### src/rtl/date_check_and_weekday_macros.svh
// ----------------------------------------------------------------------------
// date_check_and_weekday_macros.svh
// Assertion helpers shared by the date checker RTL. Each macro expects clk
// and rst_n (synchronous, active low) to be visible where it is used.
// ----------------------------------------------------------------------------
`ifndef DATE_CHECK_AND_WEEKDAY_MACROS_SVH
`define DATE_CHECK_AND_WEEKDAY_MACROS_SVH

// Same-cycle implication: cons must hold whenever ante holds.
`define DCW_ASSERT_IMPL(label, ante, cons) \
  label: assert property (@(posedge clk) disable iff (!rst_n) (ante) |-> (cons)) \
    else $error("dcw: same-cycle check failed");

// Next-cycle implication: cons must hold in the cycle after ante.
`define DCW_ASSERT_NEXT(label, ante, cons) \
  label: assert property (@(posedge clk) disable iff (!rst_n) (ante) |=> (cons)) \
    else $error("dcw: next-cycle check failed");

`endif

### src/rtl/dcw_pkg.sv
// ----------------------------------------------------------------------------
// dcw_pkg
// Types, constants and small lookup functions for the date checker.
// ----------------------------------------------------------------------------
`default_nettype none

package dcw_pkg;

  // Field widths
  localparam int DAY_W  = 5;
  localparam int MON_W  = 4;
  localparam int YEAR_W = 14;
  localparam int CNT_W  = 22;
  localparam int WD_W   = 3;
  localparam int MLEN_W = 5;
  localparam int CUM_W  = 9;

  // Calendar window
  localparam int EPOCH_YEAR = 2006;
  localparam int MAX_YEAR   = 9999;

  // Days from 1 Jan year 1 up to the end of the year before the epoch
  localparam int EPOCH_PREV = EPOCH_YEAR - 1;
  localparam int BASE_DAYS  = 365 * EPOCH_PREV + EPOCH_PREV / 4 - EPOCH_PREV / 100
                              + EPOCH_PREV / 400;
  // Weekday of 1 Jan of the epoch year, 0 = Sunday
  localparam int JAN1_WD    = (1 + 5 * (EPOCH_PREV % 4) + 4 * (EPOCH_PREV % 100)
                              + 6 * (EPOCH_PREV % 400)) % 7;
  // Added to the count before the mod-7 fold: JAN1_WD - 1 + 7
  localparam int WD_OFFSET  = JAN1_WD + 6;

  // Reciprocal for floor(p / 100), exact for any 14-bit p
  localparam int RECIP_100 = 5243;
  localparam int RECIP_SH  = 19;
  localparam int PROD_W    = 27;
  localparam int QP_W      = 8;

  localparam logic [MON_W-1:0] MONTH_FEB = 4'd2;
  localparam logic [MON_W-1:0] MONTH_DEC = 4'd12;

  // Sequencer step counts
  localparam int ACC_STEPS  = 12;
  localparam int FOLD_STEPS = 4;
  localparam int STEP_W     = 4;

  typedef enum logic [1:0] {
    ST_OK    = 2'd0,
    ST_YEAR  = 2'd1,
    ST_MONTH = 2'd2,
    ST_DAY   = 2'd3
  } status_t;

  typedef enum logic [2:0] {
    S_IDLE,
    S_DIV,
    S_LEAP,
    S_CHECK,
    S_ACC,
    S_FOLD,
    S_OUT
  } state_t;

  typedef struct packed {
    state_t              state;
    logic [STEP_W-1:0]   step;
    logic                load;
  } dcw_ctrl_t;

  // Length of a month in a common year; 0 for codes that are no month
  function automatic logic [MLEN_W-1:0] month_len(input logic [MON_W-1:0] m);
    logic [MLEN_W-1:0] len;
    case (m)
      4'd1, 4'd3, 4'd5, 4'd7, 4'd8, 4'd10, 4'd12: len = 5'd31;
      4'd4, 4'd6, 4'd9, 4'd11:                    len = 5'd30;
      4'd2:                                       len = 5'd28;
      default:                                    len = 5'd0;
    endcase
    return len;
  endfunction

  // Days of the months before month m in a common year
  function automatic logic [CUM_W-1:0] cum_days(input logic [MON_W-1:0] m);
    logic [CUM_W-1:0] d;
    case (m)
      4'd2:    d = 9'd31;
      4'd3:    d = 9'd59;
      4'd4:    d = 9'd90;
      4'd5:    d = 9'd120;
      4'd6:    d = 9'd151;
      4'd7:    d = 9'd181;
      4'd8:    d = 9'd212;
      4'd9:    d = 9'd243;
      4'd10:   d = 9'd273;
      4'd11:   d = 9'd304;
      4'd12:   d = 9'd334;
      default: d = 9'd0;
    endcase
    return d;
  endfunction

  // x mod 7 for a 7-bit x, using 64 = 1 and 8 = 1 (mod 7)
  function automatic logic [WD_W-1:0] mod7(input logic [6:0] x);
    logic [3:0] s;
    logic [3:0] t;
    s = 4'(x[5:3]) + 4'(x[2:0]) + 4'(x[6]);
    t = 4'(s[2:0]) + 4'(s[3]);
    if (t >= 4'd7) begin
      t = t - 4'd7;
    end
    return t[WD_W-1:0];
  endfunction

endpackage

`default_nettype wire

### src/rtl/dcw_ctrl.sv
// ----------------------------------------------------------------------------
// dcw_ctrl
// Sequencer: steps a date through divide, leap, check and (if valid) accumulate
// and mod-7 fold phases, loads the result register and drives the handshakes.
// ----------------------------------------------------------------------------
`default_nettype none

module dcw_ctrl (
  input  wire logic               clk,
  input  wire logic               rst_n,
  input  wire logic               in_tvalid,
  output logic                    in_tready,
  output logic                    out_tvalid,
  input  wire logic               out_tready,
  input  wire logic               chk_ok,
  output dcw_pkg::dcw_ctrl_t      ctrl
);

  dcw_pkg::state_t                 state_r, state_nxt;
  logic [dcw_pkg::STEP_W-1:0]      step_r, step_nxt;
  logic                            out_valid_r, out_valid_nxt;
  logic                            fold_last;
  logic                            work_done;
  logic                            out_free;
  logic                            load;

  assign fold_last = (state_r == dcw_pkg::S_FOLD)
                  && (step_r == dcw_pkg::STEP_W'(dcw_pkg::FOLD_STEPS - 1));
  // A date is finished when it fails a check, closes the fold, or waits in S_OUT
  assign work_done = (state_r == dcw_pkg::S_CHECK && !chk_ok) || fold_last
                  || (state_r == dcw_pkg::S_OUT);
  // The result register takes a new value when empty or draining this cycle
  assign out_free  = !out_valid_r || out_tready;
  assign load      = work_done && out_free;

  always_ff @(posedge clk) begin
    if (!rst_n) begin
      state_r     <= dcw_pkg::S_IDLE;
      step_r      <= '0;
      out_valid_r <= 1'b0;
    end else begin
      state_r     <= state_nxt;
      step_r      <= step_nxt;
      out_valid_r <= out_valid_nxt;
    end
  end

  // Next state and step counter
  always_comb begin
    state_nxt = state_r;
    unique case (state_r)
      dcw_pkg::S_IDLE: begin
        if (in_tvalid) begin
          state_nxt = dcw_pkg::S_DIV;
        end
      end
      dcw_pkg::S_DIV:   state_nxt = dcw_pkg::S_LEAP;
      dcw_pkg::S_LEAP:  state_nxt = dcw_pkg::S_CHECK;
      dcw_pkg::S_CHECK: begin
        if (chk_ok) begin
          state_nxt = dcw_pkg::S_ACC;
        end else if (out_free) begin
          state_nxt = dcw_pkg::S_IDLE;
        end else begin
          state_nxt = dcw_pkg::S_OUT;
        end
      end
      dcw_pkg::S_ACC: begin
        if (step_r == dcw_pkg::STEP_W'(dcw_pkg::ACC_STEPS - 1)) begin
          state_nxt = dcw_pkg::S_FOLD;
        end
      end
      dcw_pkg::S_FOLD: begin
        if (fold_last) begin
          state_nxt = out_free ? dcw_pkg::S_IDLE : dcw_pkg::S_OUT;
        end
      end
      // hold the finished date until the result register frees up
      dcw_pkg::S_OUT: begin
        if (out_free) begin
          state_nxt = dcw_pkg::S_IDLE;
        end
      end
      default: state_nxt = dcw_pkg::S_IDLE;
    endcase
    // restart the step count on every phase change
    step_nxt = (state_nxt != state_r) ? '0 : step_r + 1'b1;
    out_valid_nxt = load || (out_valid_r && !out_tready);
  end

  // Outputs
  always_comb begin
    in_tready  = (state_r == dcw_pkg::S_IDLE);
    out_tvalid = out_valid_r;
    ctrl.state = state_r;
    ctrl.step  = step_r;
    ctrl.load  = load;
  end

endmodule

`default_nettype wire

### src/rtl/dcw_dp.sv
// ----------------------------------------------------------------------------
// dcw_dp
// Datapath: input capture, reciprocal divide by 100, leap test, range
// checks, the shared add/subtract unit with its accumulator, and the
// result register.
// ----------------------------------------------------------------------------
`default_nettype none

module dcw_dp (
  input  wire logic                          clk,
  input  wire dcw_pkg::dcw_ctrl_t            ctrl,
  input  wire logic                          in_tvalid,
  input  wire logic [dcw_pkg::DAY_W-1:0]     day_of_month,
  input  wire logic [dcw_pkg::MON_W-1:0]     month_number,
  input  wire logic [dcw_pkg::YEAR_W-1:0]    year_number,
  output logic                               chk_ok,
  output dcw_pkg::status_t                   status,
  output logic [dcw_pkg::CNT_W-1:0]          day_count,
  output logic [dcw_pkg::WD_W-1:0]           weekday
);

  localparam int CW = dcw_pkg::CNT_W;
  localparam int YW = dcw_pkg::YEAR_W;

  logic [dcw_pkg::DAY_W-1:0]   day_r, day_nxt;
  logic [dcw_pkg::MON_W-1:0]   mon_r, mon_nxt;
  logic [YW-1:0]               year_r, year_nxt;
  logic [dcw_pkg::QP_W-1:0]    qp_r, qp_nxt;
  logic                        leap_r, leap_nxt;
  logic [CW-1:0]               acc_r, acc_nxt;
  dcw_pkg::status_t            status_r, status_nxt;
  logic [CW-1:0]               count_r, count_nxt;
  logic [dcw_pkg::WD_W-1:0]    wd_r, wd_nxt;
  dcw_pkg::status_t            res_status_r, res_status_nxt;
  logic [CW-1:0]               res_count_r, res_count_nxt;
  logic [dcw_pkg::WD_W-1:0]    res_wd_r, res_wd_nxt;

  logic [YW-1:0]               p;
  logic [dcw_pkg::PROD_W-1:0]  prod;
  logic [YW-1:0]               rp;
  logic                        y4, y100, y400;
  logic [dcw_pkg::MLEN_W-1:0]  mlen;
  dcw_pkg::status_t            status_c;
  logic [CW-1:0]               op_a, op_b, sum;
  logic                        sub;

  // p = year - 1; leap and whole-year terms are all taken from p
  assign p    = year_r - YW'(1);
  assign prod = dcw_pkg::PROD_W'(p) * dcw_pkg::PROD_W'(dcw_pkg::RECIP_100);
  assign rp   = p - (YW'({qp_r, 6'b0}) + YW'({qp_r, 5'b0}) + YW'({qp_r, 2'b0}));

  // year divisible by 4 / 100 / 400, seen through p = year - 1
  assign y4   = (p[1:0] == 2'd3);
  assign y100 = (rp == YW'(99));
  assign y400 = y100 && (qp_r[1:0] == 2'd3);

  assign mlen = dcw_pkg::month_len(mon_r)
              + dcw_pkg::MLEN_W'(mon_r == dcw_pkg::MONTH_FEB && leap_r);

  // Year first, then month, then day
  always_comb begin
    if (year_r < YW'(dcw_pkg::EPOCH_YEAR) || year_r > YW'(dcw_pkg::MAX_YEAR)) begin
      status_c = dcw_pkg::ST_YEAR;
    end else if (mon_r == '0 || mon_r > dcw_pkg::MONTH_DEC) begin
      status_c = dcw_pkg::ST_MONTH;
    end else if (day_r == '0 || day_r > mlen) begin
      status_c = dcw_pkg::ST_DAY;
    end else begin
      status_c = dcw_pkg::ST_OK;
    end
  end

  assign chk_ok = (status_c == dcw_pkg::ST_OK);

  // Shared add/subtract unit: one term per cycle into the accumulator.
  // 365p is built from shifted copies of p (256+64+32+8+4+1).
  always_comb begin
    op_a = acc_r;
    op_b = '0;
    sub  = 1'b0;
    case (ctrl.state)
      dcw_pkg::S_ACC: begin
        case (ctrl.step)
          4'd0:    op_b = CW'({p, 8'b0});
          4'd1:    op_b = CW'({p, 6'b0});
          4'd2:    op_b = CW'({p, 5'b0});
          4'd3:    op_b = CW'({p, 3'b0});
          4'd4:    op_b = CW'({p, 2'b0});
          4'd5:    op_b = CW'(p);
          4'd6:    op_b = CW'(p[YW-1:2]);
          4'd7: begin
            op_b = CW'(qp_r);
            sub  = 1'b1;
          end
          4'd8:    op_b = CW'(qp_r[dcw_pkg::QP_W-1:2]);
          4'd9: begin
            op_b = CW'(dcw_pkg::BASE_DAYS);
            sub  = 1'b1;
          end
          4'd10:   op_b = CW'(dcw_pkg::cum_days(mon_r))
                        + CW'(leap_r && mon_r > dcw_pkg::MONTH_FEB);
          4'd11:   op_b = CW'(day_r);
          default: op_b = '0;
        endcase
      end
      dcw_pkg::S_FOLD: begin
        if (ctrl.step == '0) begin
          op_b = CW'(dcw_pkg::WD_OFFSET);
        end else begin
          // 64 = 1 (mod 7): fold the upper bits onto the low six
          op_a = CW'(acc_r[CW-1:6]);
          op_b = CW'(acc_r[5:0]);
        end
      end
      default: begin
        op_a = acc_r;
      end
    endcase
    sum = sub ? (op_a - op_b) : (op_a + op_b);
  end

  always_comb begin
    day_nxt    = day_r;
    mon_nxt    = mon_r;
    year_nxt   = year_r;
    qp_nxt     = qp_r;
    leap_nxt   = leap_r;
    acc_nxt    = acc_r;
    status_nxt = status_r;
    count_nxt  = count_r;
    wd_nxt     = wd_r;
    case (ctrl.state)
      dcw_pkg::S_IDLE: begin
        if (in_tvalid) begin
          day_nxt  = day_of_month;
          mon_nxt  = month_number;
          year_nxt = year_number;
        end
      end
      dcw_pkg::S_DIV:  qp_nxt   = prod[dcw_pkg::PROD_W-1:dcw_pkg::RECIP_SH];
      dcw_pkg::S_LEAP: leap_nxt = y4 && (!y100 || y400);
      dcw_pkg::S_CHECK: begin
        status_nxt = status_c;
        count_nxt  = '0;
        wd_nxt     = '0;
        acc_nxt    = '0;
      end
      dcw_pkg::S_ACC: begin
        acc_nxt = sum;
        if (ctrl.step == dcw_pkg::STEP_W'(dcw_pkg::ACC_STEPS - 1)) begin
          count_nxt = sum;
        end
      end
      dcw_pkg::S_FOLD: begin
        acc_nxt = sum;
        if (ctrl.step == dcw_pkg::STEP_W'(dcw_pkg::FOLD_STEPS - 1)) begin
          wd_nxt = dcw_pkg::mod7(sum[6:0]);
        end
      end
      default: begin
        acc_nxt = acc_r;
      end
    endcase
  end

  // Result register: take the finished date when the sequencer loads it
  always_comb begin
    res_status_nxt = res_status_r;
    res_count_nxt  = res_count_r;
    res_wd_nxt     = res_wd_r;
    if (ctrl.load) begin
      res_status_nxt = status_nxt;
      res_count_nxt  = count_nxt;
      res_wd_nxt     = wd_nxt;
    end
  end

  always_ff @(posedge clk) begin
    day_r        <= day_nxt;
    mon_r        <= mon_nxt;
    year_r       <= year_nxt;
    qp_r         <= qp_nxt;
    leap_r       <= leap_nxt;
    acc_r        <= acc_nxt;
    status_r     <= status_nxt;
    count_r      <= count_nxt;
    wd_r         <= wd_nxt;
    res_status_r <= res_status_nxt;
    res_count_r  <= res_count_nxt;
    res_wd_r     <= res_wd_nxt;
  end

  assign status    = res_status_r;
  assign day_count = res_count_r;
  assign weekday   = res_wd_r;

endmodule

`default_nettype wire

### src/rtl/date_check_and_weekday.sv
// ----------------------------------------------------------------------------
// date_check_and_weekday
// Checks a Gregorian date and, for a valid one, returns the day count since
// the epoch (1 Jan of the epoch year counts as 1) and the weekday.
// ----------------------------------------------------------------------------
//
//  Channel   Dir  Handshake             Payload (lowest bit first)
//  -------   ---  --------------------  ---------------------------------------
//  in_       in   in_tvalid/in_tready   day_of_month[4:0] month_number[8:5]
//                                       year_number[22:9]
//  out_      out  out_tvalid/out_tready status[1:0] day_count[23:2]
//                                       weekday[26:24]
//
//  One date in work at a time, plus one finished result in the output
//  register. A valid date goes through divide, leap test and check, then
//  the single add/subtract unit takes one term a cycle, first for the count
//  and then for the mod-7 fold; an invalid date finishes at the check.
//  out_tvalid rises once the finished date is loaded into the result
//  register. in_tready returns as the result is loaded, so a new date is
//  taken only after the last one is finished. If the output register is
//  still full, hold the finished date and keep in_tready low until out_tready
//  frees it. Reset clears only the sequencer and the result-valid flag.
// ----------------------------------------------------------------------------
`default_nettype none

`include "date_check_and_weekday_macros.svh"

module date_check_and_weekday (
  input  wire logic        clk,
  input  wire logic        rst_n,
  // in_tdata: day_of_month[4:0], month_number[8:5], year_number[22:9], pad
  input  wire logic [23:0] in_tdata,
  input  wire logic        in_tvalid,
  output logic             in_tready,
  // out_tdata: status[1:0], day_count[23:2], weekday[26:24], pad
  output logic [31:0]      out_tdata,
  output logic             out_tvalid,
  input  wire logic        out_tready
);

  dcw_pkg::dcw_ctrl_t                ctrl;
  logic                              chk_ok;
  dcw_pkg::status_t                  out_status;
  logic [dcw_pkg::CNT_W-1:0]         out_count;
  logic [dcw_pkg::WD_W-1:0]          out_wd;

  // Sequencer: owns the handshakes and the phase/step counters
  dcw_ctrl u_ctrl (
    .clk        (clk),
    .rst_n      (rst_n),
    .in_tvalid  (in_tvalid),
    .in_tready  (in_tready),
    .out_tvalid (out_tvalid),
    .out_tready (out_tready),
    .chk_ok     (chk_ok),
    .ctrl       (ctrl)
  );

  // Datapath: capture on the input transfer, then work under ctrl
  dcw_dp u_dp (
    .clk          (clk),
    .ctrl         (ctrl),
    .in_tvalid    (in_tvalid),
    .day_of_month (in_tdata[4:0]),
    .month_number (in_tdata[8:5]),
    .year_number  (in_tdata[22:9]),
    .chk_ok       (chk_ok),
    .status       (out_status),
    .day_count    (out_count),
    .weekday      (out_wd)
  );

  // Pack the result; upper bits pad to a whole byte
  assign out_tdata = {5'b0, out_wd, out_count, out_status};

  // A rejected date carries no count and no weekday
  `DCW_ASSERT_IMPL(a_bad_date_zero, out_tvalid && out_status != dcw_pkg::ST_OK, out_count == '0 && out_wd == '0)
  // A good date has a nonzero count and a real weekday
  `DCW_ASSERT_IMPL(a_good_date_range, out_tvalid && out_status == dcw_pkg::ST_OK, out_count != '0 && out_wd < 3'd7)
  // A stalled result holds until its transfer
  `DCW_ASSERT_NEXT(a_hold_stalled, out_tvalid && !out_tready, out_tvalid && $stable(out_tdata))
  // An input transfer always starts the divide phase
  `DCW_ASSERT_NEXT(a_start_divide, in_tvalid && in_tready, ctrl.state == dcw_pkg::S_DIV)

endmodule

`default_nettype wire
### config.mk
export PLATFORM = sky130hd
export DESIGN_NAME = date_check_and_weekday
export DESIGN_NICKNAME = d
export VERILOG_FILES = /design/src/rtl/dcw_pkg.sv /design/src/rtl/dcw_ctrl.sv /design/src/rtl/dcw_dp.sv /design/src/rtl/date_check_and_weekday.sv
export VERILOG_INCLUDE_DIRS = /design/src /design/src/rtl
export SDC_FILE = /design/constraint.sdc
export NUM_CORES = 1
export LEC_CHECK = 0
export ABC_AREA = 1
export BUFFER_PORTS_ARGS = -buffer_cell sky130_fd_sc_hd__buf_4
export CAP_MARGIN = 5
export CELL_PAD_IN_SITES_DETAIL_PLACEMENT = 1
export CELL_PAD_IN_SITES_GLOBAL_PLACEMENT = 2
export CORE_MARGIN = 3
export CORE_UTILIZATION = 34
export DETAILED_ROUTE_END_ITERATION = 16
export PLACE_DENSITY_LB_ADDON = 0.15
export SETUP_SLACK_MARGIN = 0.3
export SLEW_MARGIN = 20
export SYNTH_ARGS = -nofsm -noshare
export SYNTH_HDL_FRONTEND = slang
export SYNTH_HIERARCHICAL = 1
export SYNTH_SLANG_ARGS = --single-unit
### constraint.sdc
create_clock -name clk -period 5.7 [get_ports clk]
set_input_delay 0.285 -clock clk [delete_from_list [all_inputs] [get_ports clk]]
set_output_delay 0.285 -clock clk [all_outputs]
set_load 0.02 [all_outputs]
# --- After elaboration in Yosys (flattened, before gate mapping) ---
# Memory sizes are Yosys's and may differ from the RTL's. A register that Yosys moved wholly into a read port is not among the register bits.
# Index checks and enable logic that the tools add are counted.
word_totals:
  ff_bits: 116
  rom_bits: 224
  inputBits: 28
  wordCells: 119
  mem_count: 2
op_classes:
  add_sub_neg: 13
  n_mul: 1
  magnitude_cmp: 6
  eq_ne: 22
  muxes: 29
  bitwise: 1
  n_reduce_logical: 30
mem_list:
  columns: ["name", "words", "width", "rd", "rd_ports_with_merged_regs", "wr", "line", "rtl"]
  rows:
  - ["(name not given)", 16, 9, 1, 1, 0, "dcw_pkg.sv:84", "case (m)"]
  - ["(name not given)", 16, 5, 1, 1, 0, "dcw_pkg.sv:72", "case (m)"]
ops:
  columns: ["operator", "count"]
  rows:
  - ["case mux 22 bit (12 select lines)", 1]
  - ["case mux 22 bit (2 select lines)", 3]
  - ["2-to-1 mux 22 bit", 4]
  - ["multiplier 14 x 13 -> 27 bit, second input constant", 1]
  - ["2-to-1 mux 3 bit", 8]
  - ["adder 22 bit", 1]
  - ["subtractor 22 bit", 1]
  - ["case mux 3 bit (7 select lines)", 1]
  - ["2-to-1 mux 9 bit", 2]
  - ["equality test 4 x 3 -> 1 bit, second input constant", 4]
  - ["equality test 4 bit, second input constant", 4]
  - ["adder 14 x 10 -> 14 bit", 1]
  - ["adder 14 x 13 -> 14 bit", 1]
  - ["equality test 14 x 7 -> 1 bit, second input constant", 1]
  - ["> comparator 14 bit, second input constant", 1]
  - ["less-than comparator 14 x 11 -> 1 bit, second input constant", 1]
  - ["subtractor 14 x 1 -> 14 bit, second input constant", 1]
  - ["subtractor 14 bit", 1]
  - ["equality test 4 x 2 -> 1 bit, second input constant", 3]
  - ["adder 9 x 1 -> 10 bit", 1]
  - ["equality test 3 bit, second input constant", 3]
  - ["logical AND 1 bit", 8]
  - ["zero test 4 bit", 2]
  - ["logical OR 1 bit", 8]
  - ["other kinds (28)", 40]

# --- Depth between registers and ports, before layout ---
# Gate-level depths: netlist (run 1).
logic_depth:
  ltp_word: 15
  ltp_mapped: 39
  ltp_nobuf: 37

# --- Modules after synthesis ---
# The synthesis (run 1) kept the hierarchy.
by_module_without_submodules:
  columns: ["mod", "n_inst", "cells_each", "area_per_inst_um2"]
  rows:
  - ["dcw_dp", 1, 1605, 12488.2]
  - ["dcw_ctrl", 1, 74, 499.2]
  - ["date_check_and_weekday", 1, 6, 41.3]

# --- Worst setup path after synthesis (run 1) ---
# Ideal clock, no wire load.
synth_timing:
  path_kind: "flip-flop to flip-flop"
  from: "register u_dp.year_r[0]"
  to: "register u_dp.res_wd_r, in the netlist u_dp/weekday[1] (data pin)"
  setup_time_ps: 208
  arrival_time_ps: 5287
  path_slack_ps: 205
  stages_incl_launch_ff: 34
  n_path_buf: 2
  cell_sequence: "edfxtp_1 -> buf_4 -> inv_1 -> ha_1 -> buf_2 -> inv_1 -> nand2_1 -> nand2_2 -> inv_1 -> nand2_1 -> nand2_1 -> nor2_1 -> nand2_1 -> nand2_1 -> o21ai_1 -> inv_1 -> ha_1 -> o21ai_0 -> inv_1 -> fa_1 -> nand3b_1 -> nand2_1 -> a21oi_1 -> o21ai_0 -> xnor2_1 -> fa_1 -> inv_1 -> fa_1 -> xor2_1 -> ha_1 -> inv_1 -> a21oi_1 -> nor2_1 -> o41ai_1"
synth_between:
  elab_chain_len: 12
  word_cells_on_any_way: 14
  cone_classes: "7 x add/sub; 1 x order compare; 6 x mux"
synth_lines:
  columns: ["element", "line", "rtl"]
  rows:
  - ["start: declaration", "dcw_dp.sv:27", "logic [YW-1:0] year_r, year_nxt;"]
  - ["start signal: assignment", "dcw_dp.sv:181", "year_r <= year_nxt;"]
  - ["subtractor 14 x 1 -> 14 bit *", "dcw_dp.sv:48", "assign p = year_r - YW'(1);"]
  - ["case mux 22 bit (12 select lines) *", "dcw_dp.sv:83", "case (ctrl.step)"]
  - ["case mux 22 bit (2 select lines) *", "dcw_dp.sv:81", "case (ctrl.state)"]
  - ["adder 22 bit / subtractor 22 bit (equally long branches)", "dcw_dp.sv:119", "sum = sub ? (op_a - op_b) : (op_a + op_b);"]
  - ["2-to-1 mux 22 bit *", "dcw_dp.sv:119", null]
  - ["adder 3 x 3 -> 4 bit", "dcw_pkg.sv:105", "s = 4'(x[5:3]) + 4'(x[2:0]) + 4'(x[6]);"]
  - ["adder 4 x 1 -> 4 bit *", "dcw_pkg.sv:105", null]
  - ["adder 3 x 1 -> 4 bit *", "dcw_pkg.sv:106", "t = 4'(s[2:0]) + 4'(s[3]);"]
  - [">= comparator 4 x 3 -> 1 bit / subtractor 3 bit (equally long branches)", "dcw_pkg.sv:107, dcw_pkg.sv:108", null]
  - ["2-to-1 mux 3 bit *", "dcw_pkg.sv:107", "if (t >= 4'd7) begin"]
  - ["2-to-1 mux 3 bit *", "dcw_dp.sv:156", "if (ctrl.step == dcw_pkg::STEP_W'(dcw_pkg::FOLD_STEPS - 1)) begin"]
  - ["case mux 3 bit (2 select lines) *", "dcw_dp.sv:132", "case (ctrl.state)"]
  - ["named net u_dp.wd_nxt, one bit", "dcw_dp.sv:33", "logic [dcw_pkg::WD_W-1:0] wd_r, wd_nxt;"]
  - ["end signal: assignment", "dcw_dp.sv:190", "res_wd_r <= res_wd_nxt;"]
  - ["end: declaration", "dcw_dp.sv:36", "logic [dcw_pkg::WD_W-1:0] res_wd_r, res_wd_nxt;"]
# The timed path passes the listed nets; every way through them passes the cells marked *.
# A chain may end at the register's enable or synchronous reset.

# --- Worst setup path in the final report (run 1) ---
layout_timing:
  from: "register u_dp.year_r[2]"
  to: "register u_dp/qp_r[4] in the netlist's numbering (data pin)"
layout_between:
  elab_chain_len: 2
layout_lines:
  columns: ["element", "line", "rtl"]
  rows:
  - ["subtractor 14 x 1 -> 14 bit", "dcw_dp.sv:48", null]
  - ["multiplier 14 x 13 -> 27 bit", "dcw_dp.sv:49", "assign prod = dcw_pkg::PROD_W'(p) * dcw_pkg::PROD_W'(dcw_pkg::RECIP_100);"]
  - ["named net u_dp.prod, one bit", "dcw_dp.sv:39", "logic [dcw_pkg::PROD_W-1:0] prod;"]
  - ["end signal: assignment", "dcw_dp.sv:182", "qp_r <= qp_nxt;"]
  - ["end: declaration", "dcw_dp.sv:28", "logic [dcw_pkg::QP_W-1:0] qp_r, qp_nxt;"]
# The timed path passes the listed nets, and every way through them passes these cells.

==> run_results.csv, run 1 <==
group,metric,value,unit
setup_path,startpoint_type,"flip-flop",
routing,drt-wirelength-per-cell,17.70,um
yosys,syn_area_per_cell,7.732,um2
power_and_ir_drop,p_int,4240,uW
sta,hold_viol,0,
floorplan,num_rows,71,
hold_path,hp-class,"in2reg",
yosys,synth_edf_count,81,
yosys,ys_ff_latch,128,
sta,fin_skew,18.44,ps
power_and_ir_drop,p_switching,3948,uW
power_and_ir_drop,p_seq_share,14.4,%
routing,wirelength,42.57,mm
yosys,yosysTopAreaCell,"edfxtp_1",
yosys,syn_inst,1685,
placed_design,dp_hpwl,35.03,mm
clock_tree,cts_sinks,128,
sta,finalCritPeriodShare,93.56,%
power_and_ir_drop,p_per_area,493.0,mW/mm2
routing,viasPerCell,4.900,
routing,drc,0,
global_routing,grt_pass1_wl,66.63,mm
final_layout,fin_util,43.99,%
sta,hold_slack,20.65,ps
outcome,status,"complete, no violations",
yosys,netlist_area,0.01303,mm2
run,timing.max_cap.violations,0,
clock_tree,clk_latency,450,ps
final_layout,final_cells,2405,
yosys,synthTopCellsByArea,"edfxtp_1 19%, ha_1 15%, fa_1 12%",
global_routing,grt_use_total,20.72,%
setup_path,cp_cell_sequence,"inv_2 > ha_4 > nand2_4 > nor2_4 > nand3_4 > nand2_4 > clkinv_4 > buf_12 > fa_1 > ha_1 > fa_1 > fa_1 > fa_2 > ha_4 > nand2_2 > o21ai_2 > a211oi_2 > o211ai_1 > xor2_1",
power_and_ir_drop,pwr-share-comb,72.3,%
floorplan,ios,62,
routing,dr_total_vias,11790,
power_and_ir_drop,p_leak,0.007677,uW
final_layout,final_area,0.01661,mm2
floorplan,core_region_area,0.03776,mm2
yosys,ys_async_sr_fraction,0,%
power_and_ir_drop,power,8189,uW
yosys,yosysSeqAreaShare,25.89,%
power_and_ir_drop,pwr-share-clk,13.3,%
setup_path,path_max_fanout,6,
yosys,synth_top_area_share,18.67,%
global_routing,first_global_vias,12280,
routing,dr.first_iter.drc_count,448,
setup_path,critPathKind,"reg2reg",
yosys,synth_ff_type,"edfxtp_1",
global_routing,grt_max_degree,28,
placed_design,placed_cells,2326,
global_routing,antenna_found_initial,0,
setup_path,arrival,5520,ps
clock_tree,tritoncts,"done",
placed_design,gp_congestion,0.8682,
final_layout,antennaDiodeCount,0,
placed_design,port_buffers,55,
sta,worstMarginPinSlew,1114,ps
final_layout,fin_nets,2146,
global_routing,globalRouteOverflowTotal,0,
setup_path,slowest_delay,610,ps
setup_path,cp_top_family,"adder cells",
floorplan,die_x,201.8,um
sta,finalSetupViolations,0,
sta,slew_headroom,25.54,%
routing,final_antenna_net_count,0,
final_layout,synthToLayoutAreaGrowth,27.48,%
yosys,yosys-top-cells-count,"360 x nand2_1, 278 x inv_1, 161 x ha_1",
clock_tree,path_clk_slew,80,ps
final_layout,drive_above_1_share,22.91,%
sta,fmax,187.5,MHz
setup_path,cp.required,5890,ps
setup_path,path_common_cell,"fa_1",
floorplan,dieArea,0.04071,mm2
yosys,synth-warning-count,6,
clock_tree,htreeDepth,4,
power_and_ir_drop,swShare,48.22,%
clock_tree,cts-root-buf,"clkbuf_16",
final_layout,n_fill_cell,4543,
sta,finalCriticalPeriod,5333,ps
floorplan,chipHeight,201.8,um
clock_tree,cts_max_path_buffers,2,
routing,drtPass1Iterations,5,
power_and_ir_drop,ir_worst_vdd,490.3,uV
sta,slew_viol_final,0,
clock_tree,numCtsBuffers,17,
yosys,yosys.cell_types.count,49,
setup_path,cp_num_buf_inv,3,
placed_design,place_area,0.01470,mm2
setup_path,cp-end-kind,"flip-flop",
floorplan,start_util,34.51,%
setup_path,crit_slowest_cell,"fa_2",
yosys,synth_most_common_cell,"nand2_1",
sta,rsz0062_at_grt,"true",
[path summary, 6_finish.rpt]
check	slack, ps	start	to	depth (start not counted)
worst max register to register	370	u_dp/year_r[2]$_DFFE_PP_	u_dp/qp_r[4]$_DFFE_PN_	19
worst min-delay path	20	in_tdata[5]	u_dp/mon_r[0]$_DFFE_PP_	1
worst min register to register	450	u_dp/wd_r[1]$_DFF_P_	u_dp/wd_r[1]$_DFF_P_	2
worst max-delay path	370	u_dp/year_r[2]$_DFFE_PP_	u_dp/qp_r[4]$_DFFE_PN_	19
[final cells by class]
class                   instances  area (um2)  area share [%]
clock buffers                  17       425.4           2.561
clock inverters                15       167.7           1.009
inverters                     298        1160           6.984
multi-input cells            1238        9265           55.79
flip-flops and latches        128        3374           20.32
well taps                     511       639.4           3.850
repair buffers                198        1577           9.492
[layer usage]
layer  global-route usage [%]  wire [um]  up-vias
met1                    27.80      19560     5727
met5                        0          0        -
met4                    5.906       1175        0
li1                         -          -     5843
met2                    34.80      20590      163
met3                    3.171       1245       52
[cell families after synthesis]
logic type                 count (synthesis)  synth area share (%)
buffers and inverters                    323                 9.671
xor gates and xnor gates                  57                 3.832
and+or+nand+nor                          717                 23.75
adders and majority gates                237                 27.14
AOI/OAI and AO/OA                        222                 9.690
other                                      1               0.02878
DFF                                      128                 25.89
[per-stage QoR]
| step | setup WS, ps | setup TNS (ps) |
|---|---|---|
| final | 367.1 | 0 |
| after global routing | 190.2 | 0 |
| after CTS | 293.7 | 0 |
| after detailed placement | -69.35 | -193.0 |
| after global placement | 50.99 | 0 |
| after floorplan | 342.4 | 0 |
[power groups by stage]
stage | Clock, uW | Sequential, uW | Combinational [uW]
after floorplan | 0 | 1160 | 2970
after global placement | 0 | 1200 | 4370
after detailed placement | 0 | 1200 | 4460
after CTS | 1130 | 1180 | 4680
after global routing | 1160 | 1190 | 6640
final | 1090 | 1180 | 5920
[sequential cells by signal, indices dropped and copies added (netlist names), named ones only]
signal / count
u_dp/acc_r: 22
u_dp/count_r: 22
u_dp/day_count: 22
u_dp/year_r: 14
u_dp/qp_r: 8
u_dp/day_r: 5
u_ctrl/step_r: 4
u_dp/mon_r: 4
u_ctrl/state_r: 3
u_dp/wd_r: 3
u_dp/weekday: 3
u_dp/status: 2
u_dp/status_r: 2
u_ctrl/out_tvalid: 1
u_dp/leap_r: 1
[worst reg2reg max path: stages, from the launching register on]
cell and delay (ps):
edfxtp_1 400, inv_2 140, ha_4 180, nand2_4 70, nor2_4 240, nand3_4 150, nand2_4 120, clkinv_4 90
buf_12 140, fa_1 470, ha_1 350, fa_1 510, fa_1 450, fa_2 610, ha_4 230, nand2_2 140
o21ai_2 110, a211oi_2 250, o211ai_1 200, xor2_1 210
[cells in the final DEF, fill, tap and decap left out, types with 27 or more instances in the layout]
cell	netlist	layout
a21oi_1	65	43
dfxtp_1	47	46
buf_4	9	174
fa_1	76	69
ha_1	161	130
nor2_1	157	143
inv_1	278	261
o21ai_1	15	27
xor2_1	28	27
nand2_2	21	30
edfxtp_1	81	81
o21ai_0	86	66
nand3_1	106	97
nand2_1	360	338
[timing repair]
item / CTS / global route
hold buffers: 17 / 0
pin swaps: 13 / 78
endpoints found under the setup margin: 14 / 28
cloned: 0 / 0
hold endpoints to repair: 17 / 0
buffers inserted: 9 / 21
gates resized for setup: 49 / 167
(Power assumes the default switching activity.)
==> run 2: changes to the inputs <==
--- a/config.mk
+++ b/config.mk
@@ -11,7 +11,7 @@
 export CAP_MARGIN = 5
 export CELL_PAD_IN_SITES_DETAIL_PLACEMENT = 1
 export CELL_PAD_IN_SITES_GLOBAL_PLACEMENT = 2
-export CORE_MARGIN = 3
+export CORE_ASPECT_RATIO = 1.2
 export CORE_UTILIZATION = 34
 export DETAILED_ROUTE_END_ITERATION = 16
 export PLACE_DENSITY_LB_ADDON = 0.15
==> run 2 against run 1 <==
  * Sequential power about the same
  * Via count grew 0.68%
  * Highest routed layer unchanged
  * Fmax decreased by 0.34%
  * Critical endpoint is now u_dp/weekday[1]$_DFFE_PP_
  * Critical path type unchanged
  * Clock-buffer cell count grew 1
  * Critical path depth rose by 12
  * First-iteration DRC count fell by 16%
  * Largest cell class unchanged
  * Combinational power is 2% lower
  * Global-route usage increased by 1.5 points
  * Flip-flop and latch count unchanged
==> run_results.csv, run 2 (synthesis gave the netlist of run 1 again) <==
group,metric,value,unit
sta,finalCriticalPeriod,5351,ps
routing,drt-wirelength-per-cell,17.90,um
power_and_ir_drop,p_per_area,486.2,mW/mm2
outcome,status,"complete, no violations",
global_routing,grt_max_degree,28,
routing,dr.first_iter.drc_count,376,
sta,finalSetupTns,0,ps
final_layout,mostFrequentLayoutCells,"335 x nand2_1, 263 x inv_1, 190 x buf_4",
setup_path,path_max_fanout,3,
sta,worst_slack,349.0,ps
setup_path,startpoint_type,"flip-flop",
clock_tree,cts_sinks,128,
global_routing,antenna_found_initial,0,
power_and_ir_drop,pwr-share-clk,13.8,%
sta,hold_slack,60.92,ps
sta,rsz0062_at_grt,"true",
sta,finalSetupViolations,0,
clock_tree,cts-root-buf,"clkbuf_16",
routing,dr_total_vias,11870,
setup_path,arrival,5540,ps
routing,drtPass1Iterations,5,
final_layout,fin_nets,2166,
clock_tree,htreeDepth,4,
placed_design,dp_hpwl,34.90,mm
global_routing,grt_use_total,22.18,%
power_and_ir_drop,pwr-share-comb,71.6,%
final_layout,final_cells,2394,
floorplan,die_x,180.7,um
placed_design,gp_congestion,0.9011,
sta,fmax,186.9,MHz
sta,finalCritPeriodShare,93.88,%
floorplan,core_region_area,0.03777,mm2
routing,final_antenna_net_count,0,
floorplan,num_rows,78,
clock_tree,clk_latency,460,ps
setup_path,crit_slowest_cell,"fa_2",
clock_tree,cts_max_path_buffers,2,
power_and_ir_drop,p_switching,3740,uW
setup_path,cp.required,5890,ps
placed_design,port_buffers,55,
power_and_ir_drop,swShare,46.35,%
global_routing,grt_pass1_wl,66.68,mm
floorplan,start_util,34.50,%
hold_path,hp-class,"in2reg",
setup_path,cp-end-kind,"flip-flop",
final_layout,fin_util,43.94,%
final_layout,drive_above_1_share,22.73,%
global_routing,globalRouteOverflowTotal,0,
setup_path,critPathKind,"reg2reg",
placed_design,placed_cells,2298,
power_and_ir_drop,p_seq_share,14.6,%
floorplan,chipHeight,216.4,um
final_layout,final_common_cell,"nand2_1",
sta,slew_viol_final,0,
sta,hold_viol,0,
floorplan,dieArea,0.03911,mm2
routing,viasPerCell,4.956,
clock_tree,numCtsBuffers,17,
sta,fin_skew,7.587,ps
routing,drc,0,
floorplan,ios,62,
power_and_ir_drop,p_int,4329,uW
sta,slew_headroom,34.47,%
clock_tree,tritoncts,"done",
final_layout,synthToLayoutAreaGrowth,27.38,%
routing,wirelength,42.84,mm
power_and_ir_drop,p_leak,0.007752,uW
global_routing,first_global_vias,12390,
run,timing.max_cap.violations,0,
setup_path,path_common_cell,"buf_4",
setup_path,slowest_delay,460,ps
clock_tree,path_clk_slew,60,ps
final_layout,antennaDiodeCount,0,
power_and_ir_drop,ir_worst_vdd,815.8,uV
sta,worstMarginPinSlew,972.7,ps
placed_design,dp_slack,-190.6,ps
==> run 2: cell type report <==
cell class,instances,area (um2)
multi-input combinational,1238,9171
timing repair buffer,218,1717
clock inverter,14,166.4
clock buffer,18,429.2
fill,4588,21170
tap,480,600.6
inverter,298,1137
sequential,128,3374
==> run 2: path summary, 6_finish.rpt <==
path | startpoint | to | slack, ps | depth (start not counted)
worst max-delay path | u_dp/mon_r[3]$_DFFE_PP_ | u_dp/weekday[1]$_DFFE_PP_ | 350 | 31
worst max register to register | u_dp/mon_r[3]$_DFFE_PP_ | u_dp/weekday[1]$_DFFE_PP_ | 350 | 31
worst min register to register | u_dp/count_r[21]$_DFF_P_ | u_dp/count_r[21]$_DFF_P_ | 460 | 2
worst min-delay path | rst_n | u_ctrl/state_r[0]$_SDFF_PN0_ | 60 | 3
==> run 2: per-layer routing <==
metal | GRT usage [%] | up-vias | share of wire (%) | wire length (um)
met3 | 2.890 | 62 | 2.2 | 936
met5 | 0 | - | 0 | 0
met4 | 8.718 | 0 | 3.1 | 1336
met2 | 40.14 | 155 | 52 | 22400
li1 | - | 5878 | - | -
met1 | 26.43 | 5770 | 42 | 18170
==> run 2: stage by stage <==
step | total power, uW | area (um2)
final | 8068 | 16600
after global routing | 8828 | 16600
after CTS | 7092 | 15710
after detailed placement | 5664 | 14670
after global placement | 5591 | 14670
after floorplan | 4129 | 13050
==> run 2: critical path, delay by kind of cell, from the launching register on <==
| family | cells | cell delay [ps] |
|---|---|---|
| buffers and inverters | 8 | 810 |
| DFF | 1 | 440 |
| and+or+nand+nor | 10 | 1110 |
| xor gates and xnor gates | 2 | 280 |
| adders and majority gates | 6 | 1830 |
| AOI/OAI and AO/OA | 5 | 610 |
==> run 2: timing repair <==
action	CTS	global route
endpoints found under the setup margin	14	21
endpoints found under the hold margin	23	0
pin swaps	12	67
buffers inserted	11	30
hold buffers	23	0
gates resized for setup	38	158
==> run 2: power by group through the flow <==
stage	Combinational, uW	Sequential, uW	Clock (uW)
6_report	5780	1180	1110
5_1_grt	6460	1180	1180
4_1_cts	4760	1180	1150
3_5_place_dp	4470	1190	0
3_3_place_gp	4400	1190	0
2_1_floorplan	2970	1160	0
==> run 3: changes to the inputs <==
--- a/config.mk
+++ b/config.mk
@@ -12,8 +12,10 @@
 export CELL_PAD_IN_SITES_DETAIL_PLACEMENT = 1
 export CELL_PAD_IN_SITES_GLOBAL_PLACEMENT = 2
 export CORE_ASPECT_RATIO = 1.2
+export CORE_MARGIN = 2
 export CORE_UTILIZATION = 34
 export DETAILED_ROUTE_END_ITERATION = 16
+export GPL_ROUTABILITY_DRIVEN = 0
 export PLACE_DENSITY_LB_ADDON = 0.15
 export SETUP_SLACK_MARGIN = 0.3
 export SLEW_MARGIN = 20
==> run 3 against run 2 <==
  * Global-route usage fell by 0.64 points
  * Fmax up 1.1%
  * Register-to-register slack better by 60 ps
  * Highest routed layer unchanged
  * Final cell count fell by 0.75%
==> run_results.csv, run 3 (synthesis gave the netlist of run 1 again) <==
group,metric,value,unit
outcome,status,"complete, no violations",
setup_path,path_max_fanout,5,
clock_tree,numCtsBuffers,17,
hold_path,hp-class,"in2reg",
placed_design,placed_cells,2290,
routing,drtPass1Iterations,4,
final_layout,final_common_cell,"nand2_1",
setup_path,crit_slowest_cell,"fa_1",
placed_design,port_buffers,55,
setup_path,critPathKind,"reg2reg",
sta,fmax,189.0,MHz
sta,slew_headroom,32.40,%
global_routing,first_global_vias,12640,
clock_tree,tritoncts,"done",
final_layout,synthToLayoutAreaGrowth,26.12,%
sta,finalSetupTns,0,ps
placed_design,dp_hpwl,34.81,mm
final_layout,drive_above_1_share,21.47,%
power_and_ir_drop,p_leak,0.007622,uW
setup_path,path_common_cell,"fa_1",
setup_path,startpoint_type,"flip-flop",
final_layout,final_cells,2376,
clock_tree,cts-root-buf,"clkbuf_16",
routing,dr.first_iter.drc_count,366,
clock_tree,clk_latency,450,ps
setup_path,rr_endpoint,"u_dp/qp_r[6]$_DFFE_PN_",
clock_tree,cts_max_path_buffers,2,
sta,hold_viol,0,
routing,drt-wirelength-per-cell,17.62,um
sta,finalCriticalPeriod,5292,ps
setup_path,reg2reg_from,"u_dp/year_r[1]$_DFFE_PP_",
floorplan,num_rows,78,
hold_path,min_path_cells,3,
routing,viasPerCell,4.929,
hold_path,min_from,"rst_n",
floorplan,start_util,34.50,%
power_and_ir_drop,ir_worst_vdd,805.2,uV
run,timing.max_cap.violations,0,
sta,fin_skew,9.614,ps
final_layout,antennaDiodeCount,0,
clock_tree,htreeDepth,4,
global_routing,grt_max_degree,28,
setup_path,cp_num_buf_inv,7,
final_layout,mostFrequentLayoutCells,"344 x nand2_1, 266 x inv_1, 173 x buf_4",
setup_path,arrival,5480,ps
sta,rsz0062_at_grt,"true",
final_layout,multi_input_area,0.009136,mm2
setup_path,rr_worst_depth,24,
routing,final_antenna_net_count,0,
sta,finalSetupViolations,0,
routing,dr_total_vias,11710,
power_and_ir_drop,p_per_area,470.5,mW/mm2
sta,finalCritPeriodShare,92.84,%
sta,worstMarginPinSlew,1003,ps
floorplan,ios,62,
setup_path,cp_cell_sequence,"inv_2 > ha_2 > nand2_4 > nand2_4 > nor2_4 > buf_6 > nand2_2 > nand2_2 > inv_2 > buf_4 > ha_2 > fa_1 > fa_1 > inv_1 > fa_1 > fa_1 > inv_1 > ha_4 > nand2_1 > buf_4 > nor2_1 > nand3_1 > o211ai_1 > xor2_1",
setup_path,rrSetupSlack,410,ps
routing,wirelength,41.86,mm
final_layout,fin_nets,2148,
hold_path,min_to,"u_ctrl/state_r[0]$_SDFF_PN0_",
setup_path,cp.required,5890,ps
setup_path,slowest_delay,550,ps
floorplan,chipHeight,218.4,um
routing,drc,0,
global_routing,grt_use_total,21.53,%
setup_path,cp_top_family,"adder cells",
floorplan,core_region_area,0.03777,mm2
sta,hold_slack,73.49,ps
global_routing,antenna_found_initial,0,
setup_path,cp-end-kind,"flip-flop",
final_layout,n_fill_cell,4611,
sta,slew_viol_final,0,
power_and_ir_drop,power,7731,uW
floorplan,die_x,182.7,um
final_layout,seqCellArea,0.003373,mm2
clock_tree,path_clk_slew,60,ps
global_routing,grt_pass1_wl,66.31,mm
clock_tree,cts_sinks,128,
global_routing,globalRouteOverflowTotal,0,
floorplan,dieArea,0.03991,mm2
## run 3: final cells by class
cell class / instances / area share [%]
Multi-Input combinational cell: 1238 / 55.60
Sequential cell: 128 / 20.53
Timing Repair Buffer: 200 / 9.579
Inverter: 298 / 6.921
Tap cell: 480 / 3.655
Clock buffer: 17 / 2.589
Clock inverter: 15 / 1.127
## run 3: per-stage QoR
| step | utilization [%] | worst slack, ps | area [um2] |
|---|---|---|---|
| final | 43.51 | 408.1 | 16430 |
| after detailed placement | 38.67 | -73.48 | 14610 |
| after floorplan | - | 342.4 | 13050 |
| after CTS | 41.65 | 280.0 | 15730 |
| after global placement | 38.67 | 45.57 | 14610 |
| after global routing | 43.51 | 168.6 | 16430 |
## run 3: tightest hold or removal path: stages
cell	delay [ps]
buf_4	110
nand2_2	60
inv_1	40
## run 3: how the worst max path moves through the flow
stage | to | cells after the start | startpoint | slack [ps]
4_1_cts | u_dp/qp_r[0]$_DFFE_PN_ | 25 | u_dp/year_r[1]$_DFFE_PP_ | 280
3_5_place_dp | u_dp/weekday[1]$_DFFE_PP_ | 31 | u_dp/year_r[1]$_DFFE_PP_ | -70
3_3_place_gp | u_dp/qp_r[1]$_DFFE_PN_ | 23 | u_dp/year_r[1]$_DFFE_PP_ | 50
2_1_floorplan | u_dp/weekday[1]$_DFFE_PP_ | 33 | u_dp/year_r[0]$_DFFE_PP_ | 340
6_report | u_dp/qp_r[6]$_DFFE_PN_ | 24 | u_dp/year_r[1]$_DFFE_PP_ | 410
5_1_grt | u_dp/qp_r[6]$_DFFE_PN_ | 24 | u_dp/year_r[1]$_DFFE_PP_ | 170
## run 3: timing repair
item | CTS | global route
resized for setup | 47 | 121
hold buffers | 23 | 0
endpoints found under the setup margin | 14 | 30
pin swaps | 16 | 59
hold endpoints to repair | 23 | 0
buffers inserted | 13 | 18
## run 3: routing by layer
layer | track usage (%) | share of wire, % | vias to the layer above
li1 | - | - | 5847
met1 | 25.40 | 43 | 5686
met2 | 40.18 | 53 | 122
met3 | 2.816 | 1.8 | 56
met4 | 6.855 | 2.5 | 0
met5 | 0 | 0 | -
## run 3: report_power, final
| part | internal (uW) | switching [uW] | total (uW) | leakage, uW |
|---|---|---|---|---|
| sequential | 1100 | 87.4 | 1180 | 0.00112 |
| combinational | 2390 | 3020 | 5410 | 0.00622 |
| clock | 690 | 443 | 1130 | 0.000284 |
